[config.mk]
export PLATFORM = sky130hd
export DESIGN_NAME = quad_motor_mix_limiter_top
export DESIGN_NICKNAME = d
export VERILOG_FILES = /design/src/rtl/qmml_pkg.sv /design/src/rtl/qmml_mix.sv /design/src/rtl/qmml_limit.sv /design/src/rtl/qmml_trim.sv /design/src/rtl/quad_motor_mix_limiter_top.sv
export SDC_FILE = /design/constraint.sdc
export NUM_CORES = 1
export LEC_CHECK = 0
export ABC_AREA = 1
export BUFFER_PORTS_ARGS = -buffer_cell sky130_fd_sc_hd__buf_2
export CORE_UTILIZATION = 40
export CTS_CLUSTER_SIZE = 12
export DETAILED_ROUTE_END_ITERATION = 7
export PLACE_DENSITY = 0.65
export SETUP_SLACK_MARGIN = 0.4
export SYNTH_ARGS = -nofsm -noshare
export SYNTH_HDL_FRONTEND = slang
export SYNTH_SLANG_ARGS = --single-unit
[constraint.sdc]
create_clock -name clk -period 5.46 [get_ports clk]
set_clock_uncertainty 0.15 [all_clocks]
set_input_delay 0.273 -clock clk [delete_from_list [all_inputs] [get_ports clk]]
set_output_delay 0.273 -clock clk [all_outputs]
set_load 0.005 [all_outputs]
[src/rtl/qmml_pkg.sv]
// ----------------------------------------------------------------------------
// qmml_pkg
// Shared types and constants for the plus-frame motor mixer and limiter.
// ----------------------------------------------------------------------------
package qmml_pkg;

	// Field widths
	localparam int PULSE_W  = 12;	// motor pulse width and config levels
	localparam int THR_W    = 13;	// signed throttle
	localparam int CMD_W    = 12;	// signed roll, pitch, yaw
	localparam int MIX_W    = 15;	// signed raw mix: idle +/- two commands
	localparam int TRIM_W   = 14;	// signed adjusted throttle
	localparam int SUM_W    = 15;	// signed motor plus adjusted throttle
	localparam int NUM_MOT  = 4;

	localparam logic [PULSE_W-1:0] PULSE_MAX = '1;

	// Motor slots, in output order
	localparam int MOT_FRONT = 0;
	localparam int MOT_LEFT  = 1;
	localparam int MOT_BACK  = 2;
	localparam int MOT_RIGHT = 3;

	// Configuration register indexes
	localparam int CFG_IDX_W = 2;
	localparam logic [CFG_IDX_W-1:0] REG_IDLE    = 2'd0;
	localparam logic [CFG_IDX_W-1:0] REG_FLOOR   = 2'd1;
	localparam logic [CFG_IDX_W-1:0] REG_CEILING = 2'd2;

	// Reset values of the levels
	localparam logic [PULSE_W-1:0] IDLE_RST    = 12'd1100;
	localparam logic [PULSE_W-1:0] FLOOR_RST   = 12'd1000;
	localparam logic [PULSE_W-1:0] CEILING_RST = 12'd2000;

	typedef logic signed [MIX_W-1:0]  mix_word_t;
	typedef logic        [PULSE_W-1:0] pulse_t;
	typedef logic signed [THR_W-1:0]  thr_t;
	typedef logic signed [TRIM_W-1:0] trim_t;

	// Raw mix out of the first stage
	typedef struct packed {
		mix_word_t [NUM_MOT-1:0] mot;
		thr_t                    thr;
	} mix_t;

	// Clamped motors with their spread
	typedef struct packed {
		pulse_t [NUM_MOT-1:0] mot;
		pulse_t               lo;
		pulse_t               hi;
		thr_t                 thr;
	} lim_t;

	// Level set used by the stages
	typedef struct packed {
		pulse_t idle;
		pulse_t floor_lvl;
		pulse_t ceil_lvl;
	} levels_t;

endpackage

[src/rtl/qmml_mix.sv]
// ----------------------------------------------------------------------------
// qmml_mix
// Stage 1: mix throttle, roll, pitch and yaw around the idle level.
// ----------------------------------------------------------------------------
module qmml_mix import qmml_pkg::*; (
	input  logic                     clk,
	input  logic                     arst_n,
	input  logic                     in_vld,
	output logic                     in_rdy,
	input  logic signed [THR_W-1:0]  throttle,
	input  logic signed [CMD_W-1:0]  roll,
	input  logic signed [CMD_W-1:0]  pitch,
	input  logic signed [CMD_W-1:0]  yaw,
	input  pulse_t                   idle,
	output logic                     out_vld,
	input  logic                     out_rdy,
	output mix_t                     out_data
);

	logic      valid_s1;
	mix_t      data_s1;
	mix_t      mix_d;
	mix_word_t idle_w, roll_w, pitch_w, yaw_w;

	// Take a new command when the stage is empty or drains this cycle
	assign in_rdy = !valid_s1 || out_rdy;

	// Widen operands to the mix width
	assign idle_w  = mix_word_t'({{(MIX_W-PULSE_W){1'b0}}, idle});
	assign roll_w  = mix_word_t'({{(MIX_W-CMD_W){roll[CMD_W-1]}}, roll});
	assign pitch_w = mix_word_t'({{(MIX_W-CMD_W){pitch[CMD_W-1]}}, pitch});
	assign yaw_w   = mix_word_t'({{(MIX_W-CMD_W){yaw[CMD_W-1]}}, yaw});

	// Plus-frame mix: opposing motors take opposite pitch or roll
	always_comb begin
		mix_d.mot[MOT_FRONT] = idle_w + pitch_w - yaw_w;
		mix_d.mot[MOT_LEFT]  = idle_w + roll_w + yaw_w;
		mix_d.mot[MOT_BACK]  = idle_w - pitch_w - yaw_w;
		mix_d.mot[MOT_RIGHT] = idle_w - roll_w + yaw_w;
		mix_d.thr            = throttle;
	end

	always_ff @(posedge clk or negedge arst_n) begin
		if (!arst_n) begin
			valid_s1 <= 1'b0;
		end else if (in_rdy) begin
			valid_s1 <= in_vld;
		end
	end

	always_ff @(posedge clk) begin
		if (in_rdy && in_vld) begin
			data_s1 <= mix_d;
		end
	end

	assign out_vld  = valid_s1;
	assign out_data = data_s1;

endmodule

[src/rtl/qmml_limit.sv]
// ----------------------------------------------------------------------------
// qmml_limit
// Stages 2 and 3: clamp each motor to the floor and ceiling, then find the
// lowest and highest clamped motor.
// ----------------------------------------------------------------------------
module qmml_limit import qmml_pkg::*; (
	input  logic    clk,
	input  logic    arst_n,
	input  logic    in_vld,
	output logic    in_rdy,
	input  mix_t    in_data,
	input  pulse_t  floor_lvl,
	input  pulse_t  ceil_lvl,
	output logic    out_vld,
	input  logic    out_rdy,
	output lim_t    out_data
);

	logic      valid_s2, valid_s3;
	logic      rdy_s2, rdy_s3;
	lim_t      data_s2, data_s3;
	lim_t      clamp_d, span_d;
	mix_word_t floor_w, ceil_w;
	pulse_t    lo_a, lo_b, hi_a, hi_b;

	assign rdy_s3 = !valid_s3 || out_rdy;
	assign rdy_s2 = !valid_s2 || rdy_s3;
	assign in_rdy = rdy_s2;

	assign floor_w = mix_word_t'({{(MIX_W-PULSE_W){1'b0}}, floor_lvl});
	assign ceil_w  = mix_word_t'({{(MIX_W-PULSE_W){1'b0}}, ceil_lvl});

	// Clamp: floor test wins over ceiling test
	always_comb begin
		clamp_d = '0;
		for (int i = 0; i < NUM_MOT; i++) begin
			if (in_data.mot[i] < floor_w) begin
				clamp_d.mot[i] = floor_lvl;
			end else if (in_data.mot[i] > ceil_w) begin
				clamp_d.mot[i] = ceil_lvl;
			end else begin
				clamp_d.mot[i] = in_data.mot[i][PULSE_W-1:0];
			end
		end
		clamp_d.thr = in_data.thr;
	end

	always_ff @(posedge clk or negedge arst_n) begin
		if (!arst_n) begin
			valid_s2 <= 1'b0;
		end else if (rdy_s2) begin
			valid_s2 <= in_vld;
		end
	end

	always_ff @(posedge clk) begin
		if (rdy_s2 && in_vld) begin
			data_s2 <= clamp_d;
		end
	end

	// Two-level min/max tree over the clamped motors
	always_comb begin
		lo_a = (data_s2.mot[0] < data_s2.mot[1]) ? data_s2.mot[0] : data_s2.mot[1];
		lo_b = (data_s2.mot[2] < data_s2.mot[3]) ? data_s2.mot[2] : data_s2.mot[3];
		hi_a = (data_s2.mot[0] > data_s2.mot[1]) ? data_s2.mot[0] : data_s2.mot[1];
		hi_b = (data_s2.mot[2] > data_s2.mot[3]) ? data_s2.mot[2] : data_s2.mot[3];
		span_d     = data_s2;
		span_d.lo  = (lo_a < lo_b) ? lo_a : lo_b;
		span_d.hi  = (hi_a > hi_b) ? hi_a : hi_b;
	end

	always_ff @(posedge clk or negedge arst_n) begin
		if (!arst_n) begin
			valid_s3 <= 1'b0;
		end else if (rdy_s3) begin
			valid_s3 <= valid_s2;
		end
	end

	always_ff @(posedge clk) begin
		if (rdy_s3 && valid_s2) begin
			data_s3 <= span_d;
		end
	end

	assign out_vld  = valid_s3;
	assign out_data = data_s3;

	// Spread is ordered; front and left sit at or above lo, back and right at or below hi
	a_span_order: assert property (@(posedge clk) disable iff (!arst_n)
		valid_s3 |-> (data_s3.lo <= data_s3.hi))
		else $error("qmml_limit: lowest motor above highest");

	a_span_bounds: assert property (@(posedge clk) disable iff (!arst_n)
		valid_s3 |-> (data_s3.mot[MOT_FRONT] >= data_s3.lo &&
		data_s3.mot[MOT_LEFT] >= data_s3.lo && data_s3.mot[MOT_BACK] <= data_s3.hi &&
		data_s3.mot[MOT_RIGHT] <= data_s3.hi))
		else $error("qmml_limit: motor outside its spread");

endmodule

[src/rtl/qmml_trim.sv]
// ----------------------------------------------------------------------------
// qmml_trim
// Stages 4 and 5: pull the throttle into range, then add it to every motor
// and saturate into the output register.
// ----------------------------------------------------------------------------
module qmml_trim import qmml_pkg::*; (
	input  logic    clk,
	input  logic    arst_n,
	input  logic    in_vld,
	output logic    in_rdy,
	input  lim_t    in_data,
	input  pulse_t  floor_lvl,
	input  pulse_t  ceil_lvl,
	output logic    out_vld,
	input  logic    out_rdy,
	output pulse_t  front_drive,
	output pulse_t  left_drive,
	output pulse_t  back_drive,
	output pulse_t  right_drive
);

	logic                     valid_s4, valid_s5;
	logic                     rdy_s4, rdy_s5;
	pulse_t [NUM_MOT-1:0]     mot_s4;
	trim_t                    thr_s4;
	pulse_t [NUM_MOT-1:0]     drive_s5;
	pulse_t [NUM_MOT-1:0]     drive_d;
	trim_t                    thr_w, lo_w, hi_w, floor_t, ceil_t, thr_d;
	logic signed [SUM_W-1:0]  sum;

	assign rdy_s5 = !valid_s5 || out_rdy;
	assign rdy_s4 = !valid_s4 || rdy_s5;
	assign in_rdy = rdy_s4;

	assign thr_w   = trim_t'({{(TRIM_W-THR_W){in_data.thr[THR_W-1]}}, in_data.thr});
	assign lo_w    = trim_t'({{(TRIM_W-PULSE_W){1'b0}}, in_data.lo});
	assign hi_w    = trim_t'({{(TRIM_W-PULSE_W){1'b0}}, in_data.hi});
	assign floor_t = trim_t'({{(TRIM_W-PULSE_W){1'b0}}, floor_lvl});
	assign ceil_t  = trim_t'({{(TRIM_W-PULSE_W){1'b0}}, ceil_lvl});

	// Throttle: lift to floor first, else pull down to ceiling
	always_comb begin
		if (lo_w + thr_w < floor_t) begin
			thr_d = floor_t - lo_w;
		end else if (hi_w + thr_w > ceil_t) begin
			thr_d = ceil_t - hi_w;
		end else begin
			thr_d = thr_w;
		end
	end

	always_ff @(posedge clk or negedge arst_n) begin
		if (!arst_n) begin
			valid_s4 <= 1'b0;
		end else if (rdy_s4) begin
			valid_s4 <= in_vld;
		end
	end

	always_ff @(posedge clk) begin
		if (rdy_s4 && in_vld) begin
			mot_s4 <= in_data.mot;
			thr_s4 <= thr_d;
		end
	end

	// Add throttle to each motor and saturate to the pulse range
	always_comb begin
		drive_d = '0;
		sum     = '0;
		for (int i = 0; i < NUM_MOT; i++) begin
			sum = $signed({{(SUM_W-PULSE_W){1'b0}}, mot_s4[i]}) +
				$signed({{(SUM_W-TRIM_W){thr_s4[TRIM_W-1]}}, thr_s4});
			if (sum < 0) begin
				drive_d[i] = '0;
			end else if (sum > $signed({{(SUM_W-PULSE_W){1'b0}}, PULSE_MAX})) begin
				drive_d[i] = PULSE_MAX;
			end else begin
				drive_d[i] = sum[PULSE_W-1:0];
			end
		end
	end

	always_ff @(posedge clk or negedge arst_n) begin
		if (!arst_n) begin
			valid_s5 <= 1'b0;
		end else if (rdy_s5) begin
			valid_s5 <= valid_s4;
		end
	end

	always_ff @(posedge clk) begin
		if (rdy_s5 && valid_s4) begin
			drive_s5 <= drive_d;
		end
	end

	assign out_vld     = valid_s5;
	assign front_drive = drive_s5[MOT_FRONT];
	assign left_drive  = drive_s5[MOT_LEFT];
	assign back_drive  = drive_s5[MOT_BACK];
	assign right_drive = drive_s5[MOT_RIGHT];

	// Stage 4, blocked by a full output stage, holds its item
	a_s4_hold: assert property (@(posedge clk) disable iff (!arst_n)
		(valid_s4 && !rdy_s5) |=> (valid_s4 && $stable(thr_s4) && $stable(mot_s4)))
		else $error("qmml_trim: stalled stage 4 item changed");

	// A result taken with stage 4 empty leaves the output empty
	a_drain: assert property (@(posedge clk) disable iff (!arst_n)
		(valid_s5 && out_rdy && !valid_s4) |=> !valid_s5)
		else $error("qmml_trim: result repeated after transfer");

endmodule

[src/rtl/quad_motor_mix_limiter_top.sv]
// ----------------------------------------------------------------------------
// quad_motor_mix_limiter_top
// Plus-frame motor mixer with per-motor clamping and throttle limiting.
// ----------------------------------------------------------------------------
// Takes one throttle/roll/pitch/yaw command per cycle while the output does
// not stall and returns the four motor pulse widths through the five
// register stages: mix, clamp, min/max, throttle trim, sum and saturate,
// the last being the output register. A stall on the output freezes only
// the stages that are full, so bubbles are squeezed out. The idle, floor and
// ceiling levels are written through the configuration port (index 0, 1, 2;
// index 3 is ignored) and must only change while no command is in flight.
// ----------------------------------------------------------------------------
module quad_motor_mix_limiter_top import qmml_pkg::*; (
	input  logic                     clk,
	input  logic                     arst_n,
	// command channel
	input  logic                     in_valid,
	output logic                     in_stall,
	input  logic signed [THR_W-1:0]  throttle,
	input  logic signed [CMD_W-1:0]  roll,
	input  logic signed [CMD_W-1:0]  pitch,
	input  logic signed [CMD_W-1:0]  yaw,
	// result channel
	output logic                     out_valid,
	input  logic                     out_stall,
	output logic [PULSE_W-1:0]       front_drive,
	output logic [PULSE_W-1:0]       left_drive,
	output logic [PULSE_W-1:0]       back_drive,
	output logic [PULSE_W-1:0]       right_drive,
	// configuration write channel
	input  logic                     cfg_valid,
	output logic                     cfg_ready,
	input  logic [CFG_IDX_W-1:0]     cfg_index,
	input  logic [PULSE_W-1:0]       cfg_data
);

	levels_t lvl_q;
	logic    mix_vld, mix_rdy, lim_vld, lim_rdy, mix_in_rdy;
	mix_t    mix_data;
	lim_t    lim_data;

	// Register writes always complete in one transfer
	assign cfg_ready = 1'b1;

	always_ff @(posedge clk or negedge arst_n) begin
		if (!arst_n) begin
			lvl_q.idle      <= IDLE_RST;
			lvl_q.floor_lvl <= FLOOR_RST;
			lvl_q.ceil_lvl  <= CEILING_RST;
		end else if (cfg_valid && cfg_ready) begin
			case (cfg_index)
				REG_IDLE:    lvl_q.idle      <= cfg_data;
				REG_FLOOR:   lvl_q.floor_lvl <= cfg_data;
				REG_CEILING: lvl_q.ceil_lvl  <= cfg_data;
				default: begin
				end
			endcase
		end
	end

	assign in_stall = !mix_in_rdy;

	qmml_mix u_mix (
		.clk      (clk),
		.arst_n   (arst_n),
		.in_vld   (in_valid),
		.in_rdy   (mix_in_rdy),
		.throttle (throttle),
		.roll     (roll),
		.pitch    (pitch),
		.yaw      (yaw),
		.idle     (lvl_q.idle),
		.out_vld  (mix_vld),
		.out_rdy  (mix_rdy),
		.out_data (mix_data)
	);

	qmml_limit u_limit (
		.clk       (clk),
		.arst_n    (arst_n),
		.in_vld    (mix_vld),
		.in_rdy    (mix_rdy),
		.in_data   (mix_data),
		.floor_lvl (lvl_q.floor_lvl),
		.ceil_lvl  (lvl_q.ceil_lvl),
		.out_vld   (lim_vld),
		.out_rdy   (lim_rdy),
		.out_data  (lim_data)
	);

	qmml_trim u_trim (
		.clk         (clk),
		.arst_n      (arst_n),
		.in_vld      (lim_vld),
		.in_rdy      (lim_rdy),
		.in_data     (lim_data),
		.floor_lvl   (lvl_q.floor_lvl),
		.ceil_lvl    (lvl_q.ceil_lvl),
		.out_vld     (out_valid),
		.out_rdy     (!out_stall),
		.front_drive (front_drive),
		.left_drive  (left_drive),
		.back_drive  (back_drive),
		.right_drive (right_drive)
	);

endmodule

==> results of run 1 <==
[final cells by class]
type	count	area, um2
Multi-Input combinational cell	1913	13100
Sequential cell	368	10900
Clock buffer	46	1090
Inverter	437	1640
Timing Repair Buffer	156	948
Clock inverter	24	274
Tap cell	846	1060
Fill cell	6097	34500
[logic make-up after synthesis]
logic type,count (synthesis)
fa+ha+maj,383
compound gates,607
buf+inv,487
other cells,1
xor+xnor,126
simple gates,796
flops,368
[state kept, by name (all words and copies together) (netlist names)]
register            flops
u_trim.front_drive     12
u_trim.mot_s4          48
u_trim.back_drive      12
u_limit.out_vld         1
u_trim.left_drive      12
u_mix.out_data         72
u_trim.right_drive     12
u_limit.valid_s2        1
u_trim.thr_s4          13
u_trim.out_vld          1
u_limit.data_s2        61
u_mix.out_vld           1
lvl_q                  36
u_trim.valid_s4         1
u_limit.out_data       85
[through the flow]
| step | hold slack [ps] | power [uW] | instances | area [um2] | utilization, % |
|---|---|---|---|---|---|
| after floorplan | -173 | 12400 | 2768 | 25800 | - |
| after global placement | 250 | 15000 | 3692 | 27300 | 43.1 |
| after detailed placement | 255 | 15100 | 3692 | 27300 | 43.1 |
| after CTS | 120 | 18000 | 3790 | 28900 | 45.6 |
| after global routing | 139 | 19600 | 3790 | 28900 | 45.6 |
| final | 131 | 18000 | 3790 | 28900 | 45.6 |
[critical path: stages (launching register included)]
cell	delay [ps]
edfxtp_1	430
ha_1	340
nand2_1	70
inv_1	50
a21oi_1	240
nand3_2	400
nand2_1	680
o21ai_0	300
ha_1	360
nand2_1	70
o21a_1	190
o221ai_1	220
o22ai_1	140
inv_1	460
o21ai_0	180
[per-layer routing]
layer  routed length [um]  share of wire [%]  vias to the layer above
met5                   46              0.068                        -
met4                 2390                3.5                        4
met3                 3690                5.4                      139
met2                30700                 45                      559
met1                30800                 46                     8922
li1                     -                  -                     9733
[placed cells by master (no fill, tap or decap), drive strengths merged, types with 2 or more instances in the layout]
| cell | synthesis | routed |
|---|---|---|
| clkbuf | 17 | 46 |
| a21o | 12 | 12 |
| inv | 437 | 438 |
| o31ai | 6 | 6 |
| a211oi | 12 | 12 |
| a21oi | 251 | 251 |
| clkinvlp | 0 | 2 |
| dfrtp | 25 | 25 |
| ha | 322 | 322 |
| o221ai | 2 | 2 |
| clkinv | 0 | 17 |
| o2111ai | 8 | 8 |
| nand2 | 534 | 534 |
| buf | 33 | 128 |
| nor3b | 6 | 6 |
| nor3 | 24 | 24 |
| xor2 | 87 | 87 |
| or2 | 4 | 4 |
| nor2 | 76 | 76 |
| o21a | 3 | 3 |
| o22ai | 2 | 2 |
| bufinv | 0 | 4 |
| a31oi | 9 | 9 |
| o41ai | 2 | 2 |
| nand4 | 20 | 20 |
| a21boi | 5 | 5 |
| fa | 61 | 61 |
| edfxtp | 327 | 327 |
| xnor2 | 39 | 39 |
| nand3b | 3 | 3 |
| o211ai | 33 | 33 |
| dlygate4sd3 | 0 | 28 |
| o21bai | 9 | 9 |
| dfstp | 16 | 16 |
| nand3 | 127 | 127 |
| o21ai | 249 | 249 |
[what timing repair did]
item	in CTS	in global routing
hold endpoints to repair	79	0
gates resized for setup	0	0
setup endpoints to repair	0	0
hold buffers	28	0
[how the worst max path moves through the flow]
stage	end	slack (ps)	cells after the start
2_1_floorplan	u_limit.out_data[0]	580	5
3_3_place_gp	u_limit.out_data[18]	1080	15
3_5_place_dp	u_limit.out_data[19]	980	14
4_1_cts	u_limit.out_data[14]	940	14
5_1_grt	u_limit.out_data[22]	530	15
6_report	u_limit.out_data[18]	890	14
[report_power, final]
group          leakage (uW)  internal, uW  switching (uW)  total (uW)
Sequential          0.00367          4660             837        5500
Clock              0.000654          1630            1170        2800
Combinational       0.00894          3580            6120        9710
==> flow_summary.json, run 1 <==
{
  "synthSimpleGateAreaFrac_pct": 12.9,
  "syn_nets": 3219,
  "synth-seq-cells": 368,
  "crit_type": "reg2reg",
  "place_ws_ps": 981,
  "yosysTopAreaCell": "edfxtp_1",
  "layout-drive-gt1-share_pct": 8.02,
  "dieArea_um2": 65600,
  "grtUsageTotal_pct": 20.5,
  "seq_area_frac_synth_pct": 42.1,
  "p_per_area_nw_per_um2": 622,
  "grt_overflow": 0,
  "placementRows": 92,
  "required_ps": 5620,
  "grt_pass1_wl_um": 104000,
  "max_cap_viol_count": 0,
  "ir_drop_mv": 0.249,
  "synth_edf_count": 327,
  "die_width_um": 256,
  "die_h_um": 256,
  "finalSetupViolCount": 0,
  "clk_path_buf_depth": 3,
  "syn2layout_area_growth_pct": 12.1,
  "synthTopCellsByArea": "edfxtp_1 (38%), ha_1 (16%), nand2_1 (7.7%)",
  "finalSetupTns_ps": 0,
  "synthMuxAreaShare_pct": 0,
  "busiest_layer": "met2",
  "dp_hpwl_um": 53500,
  "synth_commonest_cells": "nand2_1 (530), inv_1 (435), edfxtp_1 (327)",
  "r2r-start": "u_limit.data_s2[72]",
  "worstPathMaxFanout": 24,
  "portBuffers": 117,
  "clock-root-buffer": "clkbuf_16",
  "ios": 119,
  "clk_pin_slew_ps": 60,
  "routed-via-count": 19400,
  "dr.pass1.iters": 6,
  "avgSynthCellArea_um2": 9.33,
  "drcViolationCount": 0,
  "grt_max_degree": 71,
  "synth_xor_area_share_pct": 4.27,
  "startpoint": "u_limit.data_s2[72]",
  "reg2reg_depth": 14,
  "wl_um": 67700,
  "htree_levels": 2,
  "r2r_end": "u_limit.out_data[18]",
  "hold_end": "u_mix.out_data[58]",
  "met3_usage_pct": 2.87,
  "antennaDiodeCount": 0,
  "nets": 3370,
  "startpoint_type": "register",
  "ys_async_sr_fraction_pct": 11.1,
  "antenna_found_initial": 3,
  "fmax_mhz": 219,
  "synth_top_family_by_area": "adder cells",
  "tightest_slew_ps": 1090,
  "met1_usage_pct": 27.5,
  "critPathCaptureType": "register",
  "viasPerCell": 5.11,
  "holdCritPathClass": "in2reg",
  "ant_nets": 0,
  "cts_made_buffers": 43,
  "synth_compound_gate_area_share_pct": 13.0,
  "post-cts-setup-buffers": 0,
  "netlist_instances": 2768,
  "worstHoldStart": "roll[0]",
  "cts_tree": "yes",
  "fin_crit_ps": 4570,
  "leakagePower_uw": 0.0133,
  "routedWlPerCell_um": 17.9,
  "synth_ff_type": "edfxtp_1",
  "finalHoldViolCount": 0,
  "synth_fa_ha_area_share_pct": 20.3,
  "period_share_pct": 83.8,
  "grt_pass1_vias": 18300,
  "outcome": "complete, no violations",
  "worstPathArrival_ps": 4730,
  "grt_setup_unrepaired": "false",
  "regToRegSetupSlack_ps": 890,
  "initial_core_util_pct": 40.7,
  "yosys.area.top_type_share_pct": 38.0,
  "timing.slew.headroom_pct": 27.2,
  "hold_depth": 4,
  "gp_congestion": 0.946,
  "cts.sinks": 368,
  "syn_area_um2": 25800,
  "synth_warnings": 0,
  "drv_slew": 0,
  "synth_most_common_cell": "nand2_1",
  "met2_usage_pct": 33.5,
  "synth_cell_types": 55,
  "clock_latency_ps": 590,
  "core-area_um2": 63400,
  "drtIter0Drc": 1403,
  "setup_slack_ps": 886
}
Note: power is estimated with default switching activity, not from simulation.
==> run 2: changes to the inputs <==
--- a/config.mk
+++ b/config.mk
@@ -5,7 +5,7 @@
 export SDC_FILE = /design/constraint.sdc
 export NUM_CORES = 1
 export LEC_CHECK = 0
-export ABC_AREA = 1
+export ABC_AREA = 0
 export BUFFER_PORTS_ARGS = -buffer_cell sky130_fd_sc_hd__buf_2
 export CORE_UTILIZATION = 40
 export CTS_CLUSTER_SIZE = 12
==> constraint.sdc (replaced) <==
create_clock -name clk -period 4.8 [get_ports clk]
set_clock_uncertainty 0.15 [all_clocks]
set_input_delay 0.24 -clock clk [delete_from_list [all_inputs] [get_ports clk]]
set_output_delay 0.24 -clock clk [all_outputs]
set_load 0.005 [all_outputs]
==> run 2 against run 1 <==
- critical path depth did not move
- worst setup slack got worse by 320 ps
- sequential power rose by 14%
- die area rose by 0.15%
- count of clock-buffer cells in the layout rose by 7
- sequential share of layout area fell by 0.81 points
- power rose by 18%
- non-clock buffer count rose by 34
- via count fell by 4.6%
- critical path type unchanged
- synthesized cell count fell by 15%
==> flow_summary.json, run 2 <==
{
  "outcome": "complete, no violations",
  "synth_warnings": 0,
  "clk_pin_slew_ps": 60,
  "htree_levels": 2,
  "ir_drop_mv": 0.268,
  "netlist_instances": 2356,
  "syn2layout_area_growth_pct": 14.4,
  "final_cell_mix": "edfxtp_1 (327), ha_1 (318), inv_1 (296)",
  "synthTopCellsByArea": "edfxtp_1 (38%), ha_1 (16%), mux2i_1 (5.5%)",
  "cp_cell_sequence": "ha_1 -> nand4_1 -> nor3_4 -> o21ai_1 -> and3b_1 -> a21oi_4 -> buf_4 -> mux2i_2 -> ha_1 -> a21o_1 -> a21o_1 -> a2111oi_4 -> nor2_2 -> mux2_2",
  "cts_tree": "yes",
  "worstPathArrival_ps": 4420,
  "fin_crit_ps": 4240,
  "grt_max_degree": 73,
  "cp_slowest_cell": "edfxtp_1",
  "ios": 119,
  "r2r_end": "u_limit.out_data[23]",
  "ys_async_sr_fraction_pct": 11.1,
  "tightest_slew_ps": 947,
  "gp_congestion": 0.949,
  "period_share_pct": 88.3,
  "largest_register_ff_count": 85,
  "yosys.area.top_type_share_pct": 38.0,
  "die_h_um": 256,
  "p_sw_share_pct": 42.3,
  "die_width_um": 256,
  "avgSynthCellArea_um2": 11.0,
  "r2r-start": "u_limit.data_s2[71]",
  "p_sw_uw": 9000,
  "grt_pass1_wl_um": 108000,
  "leakagePower_uw": 0.0131,
  "layout-drive-gt1-share_pct": 13.5,
  "finalSetupViolCount": 0,
  "finalHoldViolCount": 0,
  "clock_latency_ps": 590,
  "reg2reg_depth": 14,
  "synth_edf_count": 327,
  "p_per_area_nw_per_um2": 720,
  "drv_slew": 0,
  "drcViolationCount": 0,
  "fmax_mhz": 236,
  "antennaDiodeCount": 0,
  "core-area_um2": 63500,
  "hold_depth": 4,
  "syn_area_um2": 25900,
  "regToRegSetupSlack_ps": 560,
  "ant_nets": 0,
  "portBuffers": 117,
  "seq_area_frac_synth_pct": 42.0,
  "finalSetupTns_ps": 0,
  "routed-via-count": 18500,
  "grt_setup_unrepaired": "false",
  "wl_um": 71700,
  "cts.sinks": 368,
  "design_area_um2": 29600,
  "placementRows": 92,
  "p_seq_share_pct": 29.4,
  "routedWlPerCell_um": 20.9,
  "crit_type": "reg2reg",
  "nets": 3007,
  "synth_most_common_cell": "edfxtp_1",
  "synth-seq-cells": 368,
  "worstPathMaxFanout": 7,
  "drtIter0Drc": 1353,
  "dp_hpwl_um": 56600,
  "synth_ff_type": "edfxtp_1",
  "clock-root-buffer": "clkbuf_16",
  "grt_pass1_vias": 18400,
  "antenna_found_initial": 0,
  "cts_made_buffers": 43,
  "dr.pass1.iters": 7,
  "synth_commonest_cells": "edfxtp_1 (327), ha_1 (322), inv_1 (297)",
  "cp_num_buf_inv": 1,
  "hold_end": "u_mix.out_data[58]",
  "place_area_um2": 27600,
  "startpoint_type": "register",
  "worstHoldStart": "roll[0]",
  "critical-path-top-delay-family": "compound AO/OA/AOI/OAI gates",
  "yosysTopAreaCell": "edfxtp_1",
  "final_common_cell": "edfxtp_1",
  "synth_cell_types": 76,
  "p_clk_share_pct": 15.1,
  "dieArea_um2": 65700,
  "timing.slew.headroom_pct": 36.9,
  "max_cap_viol_count": 0,
  "viasPerCell": 5.38,
  "p_comb_share_pct": 55.5,
  "critPathCaptureType": "register",
  "grtUsageTotal_pct": 21.5,
  "grt_overflow": 0,
  "max_stage_delay_ps": 460,
  "clk_path_buf_depth": 3,
  "initial_core_util_pct": 40.7,
  "required_ps": 4980,
  "syn_nets": 2807,
  "holdCritPathClass": "in2reg",
  "internal_power_uw": 12300
}
==> run 2: cell count changes in the layout (fill, tap and decap cells not counted), sizes merged, moves of 68 or more <==
cell   previous run  this run
nand2           534       110
mux2i             0       141
inv             438       300
a21oi           251       119
o21ai           249       120
nand3           127        40
nor2             76       144
==> run 2: per-layer routing <==
metal	wire, um	share of wire [%]	up-vias	global-route usage [%]
met4	2720	3.8	0	8.67
li1	-	-	8909	-
met1	30800	43	8920	27.5
met2	34800	49	498	37.1
met5	0	0	-	0
met3	3360	4.7	134	2.27
==> run 2: kinds of logic (layout without fill, tap and decap cells) <==
logic type | Yosys count | after routing | share of synthesized area [%]
simple gates | 486 | 487 | 9.06
buf+inv | 333 | 563 | 5.12
compound gates | 504 | 504 | 12.9
xor+xnor | 100 | 100 | 3.39
other cells | 1 | 1 | 0.0145
flops | 368 | 368 | 42.0
mux | 181 | 181 | 7.20
fa+ha+maj | 383 | 383 | 20.3
==> run 2: worst max path at each step <==
stage | start | to | slack (ps) | cells past startpoint
after floorplan | u_limit.data_s2[72] | u_limit.out_data[14] | 430 | 18
after global placement | u_limit.data_s2[72] | u_limit.out_data[13] | 270 | 14
after detailed placement | u_limit.out_data[14] | u_trim.thr_s4[2] | 190 | 16
after CTS | u_limit.data_s2[72] | u_limit.out_data[32] | 340 | 17
after global routing | u_limit.data_s2[71] | u_limit.out_data[18] | 370 | 18
final | u_limit.data_s2[71] | u_limit.out_data[23] | 560 | 14
==> run 2: repair_timing <==
| action | in CTS | in global routing |
|---|---|---|
| gates cloned | 1 | 1 |
| resized for setup | 11 | 42 |
| hold endpoints to repair | 80 | 0 |
| buffers inserted | 0 | 10 |
| hold buffers | 28 | 0 |
| setup endpoints to repair | 25 | 37 |
| pin swaps | 1 | 18 |
==> run 2: area by class of cell <==
cell class	instances	area (um2)
fillers	5893	34000
multi-input cells	1656	13900
flip-flops and latches	368	10900
repair buffers	190	1240
clock buffers	53	1160
inverters	297	1110
well taps	846	1060
clock inverters	23	216
==> run 2: power by group through the flow <==
stage	Combinational, uW	Sequential (uW)	Clock [uW]
2_1_floorplan	8470	5670	0
3_3_place_gp	10900	6310	0
3_5_place_dp	11100	6320	0
4_1_cts	11300	6260	3310
5_1_grt	13100	6340	3400
6_report	11800	6260	3220
==> run 2: per-stage QoR <==
stage                     utilization [%]  total power, uW  instances  hold WS, ps  worst slack [ps]
after floorplan                         -            14100       2356         -206               431
after global placement               43.4            17200       3317          211               268
after detailed placement             43.4            17400       3317          218               188
after CTS                            46.1            20900       3422         20.5               342
after global routing                 46.6            22800       3433         70.5               371
final                                46.6            21300       3433         50.7               563
==> run 2: worst register-to-register path, cell delays in order (launching register included) <==
cell       delay, ps
edfxtp_1         460
ha_1             350
nand4_1          200
nor3_4           180
o21ai_1          120
and3b_1          220
a21oi_4          260
buf_4            220
mux2i_2          250
ha_1             280
a21o_1           170
a21o_1           200
a2111oi_4        450
nor2_2           160
mux2_2           310
==> run 3: changes to the inputs <==
==> constraint.sdc (replaced) <==
create_clock -name clk -period 5.12 [get_ports clk]
set_clock_uncertainty 0.15 [all_clocks]
set_input_delay 0.256 -clock clk [delete_from_list [all_inputs] [get_ports clk]]
set_output_delay 0.256 -clock clk [all_outputs]
set_load 0.005 [all_outputs]
==> run 3 against run 2 <==
- sequential power shrank 6.4%
- combinational power shrank 8%
- non-clock buffer count shrank 10
- register-to-register slack gained 30 ps
- first-iteration DRC count grew 6.2%
- count of clock-buffer cells in the layout grew 4
==> flow_summary.json, run 3 (synthesis gave the netlist of run 2 again) <==
{
  "worstPathArrival_ps": 4700,
  "p_per_area_nw_per_um2": 671,
  "dieArea_um2": 65700,
  "initial_core_util_pct": 40.7,
  "final_common_cell": "edfxtp_1",
  "grt_pass1_vias": 18300,
  "antenna_found_initial": 0,
  "cts.sinks": 368,
  "dp_hpwl_um": 56700,
  "met1_usage_pct": 27.2,
  "layout-drive-gt1-share_pct": 12.2,
  "holdCritPathClass": "in2reg",
  "fin_crit_ps": 4530,
  "dr.pass1.iters": 5,
  "wl_um": 70400,
  "busiest_layer": "met2",
  "holdWs_ps": 60.2,
  "worstHoldStart": "roll[0]",
  "met3_usage_pct": 2.44,
  "die_h_um": 256,
  "finalSetupTns_ps": 0,
  "clk_path_buf_depth": 3,
  "place_area_um2": 27600,
  "clock-root-buffer": "clkbuf_16",
  "finalHoldViolCount": 0,
  "die_width_um": 256,
  "r2r_end": "u_trim.thr_s4[8]",
  "cts_tree": "yes",
  "placementRows": 92,
  "crit_type": "reg2reg",
  "max_cap_viol_count": 0,
  "grtUsageTotal_pct": 21.3,
  "tightest_slew_ps": 1190,
  "drtIter0Drc": 1437,
  "design_area_um2": 29300,
  "met2_usage_pct": 37.4,
  "clk_pin_slew_ps": 60,
  "clock_latency_ps": 580,
  "crit_path_end": "u_trim.thr_s4[8]",
  "routedWlPerCell_um": 20.6,
  "leakagePower_uw": 0.0130,
  "period_share_pct": 88.5,
  "required_ps": 5290,
  "reg2reg_depth": 18,
  "ant_nets": 0,
  "largest_register_ff_count": 85,
  "core-area_um2": 63500,
  "viasPerCell": 5.40,
  "worstPathMaxFanout": 8,
  "drcViolationCount": 0,
  "power_uw": 19700,
  "outcome": "complete, no violations",
  "gp_congestion": 0.941,
  "finalSetupViolCount": 0,
  "grt_setup_unrepaired": "false",
  "syn2layout_area_growth_pct": 13.4,
  "fmax_mhz": 221,
  "grt_overflow": 0,
  "final_cell_mix": "edfxtp_1 (327), ha_1 (322), inv_1 (297)",
  "cts_made_buffers": 41,
  "timing.slew.headroom_pct": 20.2,
  "r2r-start": "u_limit.out_data[0]",
  "antennaDiodeCount": 0,
  "htree_levels": 2,
  "portBuffers": 117,
  "routed-via-count": 18500,
  "startpoint": "u_limit.out_data[0]",
  "drv_slew": 0,
  "nets": 2994,
  "critPathCaptureType": "register",
  "grt_max_degree": 53,
  "startpoint_type": "register",
  "ios": 119,
  "regToRegSetupSlack_ps": 590,
  "ir_drop_mv": 0.277,
  "grt_pass1_wl_um": 107000
}
## run 3: changes by cell type in the layout (fill, tap and decap cells not counted), sizes merged
cell      change
clkbuf        +4
buf          -10
clkinvlp      -3
inv           -2
clkinv        -4
bufinv        +2
nor2          -1
## run 3: final cells by class
class                   instances  area, um2
clock buffers                  57       1110
clock inverters                16        231
fillers                      5879      34200
inverters                     297       1110
multi-input cells            1655      13800
flip-flops and latches        368      10900
well taps                     846       1060
repair buffers                180       1130
## run 3: metal layers
layer	vias up	part of all wire, %
met4	0	3.0
met3	132	4.0
li1	8894	-
met5	-	0
met1	8977	44
met2	476	49
## run 3: stage by stage
step                      cells  setup slack [ps]  util, %
after floorplan            2356               560        -
after global placement     3313               310     43.4
after detailed placement   3313               244     43.4
after CTS                  3414               413     46.0
after global routing       3419               392     46.2
final                      3419               588     46.2
## run 3: report_power, final
group / internal, uW / total (uW) / leakage, uW / switching, uW
Sequential: 4830 / 5860 / 0.00366 / 1030
Combinational: 4750 / 10800 / 0.00869 / 6080
Clock: 1770 / 2990 / 0.000651 / 1210
Total: 11300 / 19700 / 0.0130 / 8320
## run 3: worst min path at each step
stage / end / slack [ps] / depth (start not counted)
2_1_floorplan: lvl_q[0] / -190 / 0
3_3_place_gp: u_trim.out_vld / 210 / 2
3_5_place_dp: u_trim.out_vld / 210 / 2
4_1_cts: u_mix.out_data[58] / 40 / 4
5_1_grt: lvl_q[30] / 80 / 5
6_report: u_mix.out_data[58] / 60 / 4
## run 3: critical path, stage by stage (launching register included)
cell and delay, ps:
edfxtp_1 440, ha_1 260, fa_1 470, a21oi_2 190, o2111ai_1 200, o31a_1 320
a21oi_1 210, nand2b_1 130, a21oi_1 60, ha_1 200, nor4_1 250, o21ai_0 120
a21oi_1 150, o21a_1 180, nor2_1 100, o31ai_4 370, nand2_1 120, buf_4 200
a2bb2oi_1 160
## run 3: what timing repair did
item                                    in CTS  in global routing
endpoints found under the hold margin       92                  0
gates resized for setup                      3                 22
buffers inserted                             0                  5
pin swaps                                    0                  4
hold buffers                                28                  0
endpoints found under the setup margin      25                 34
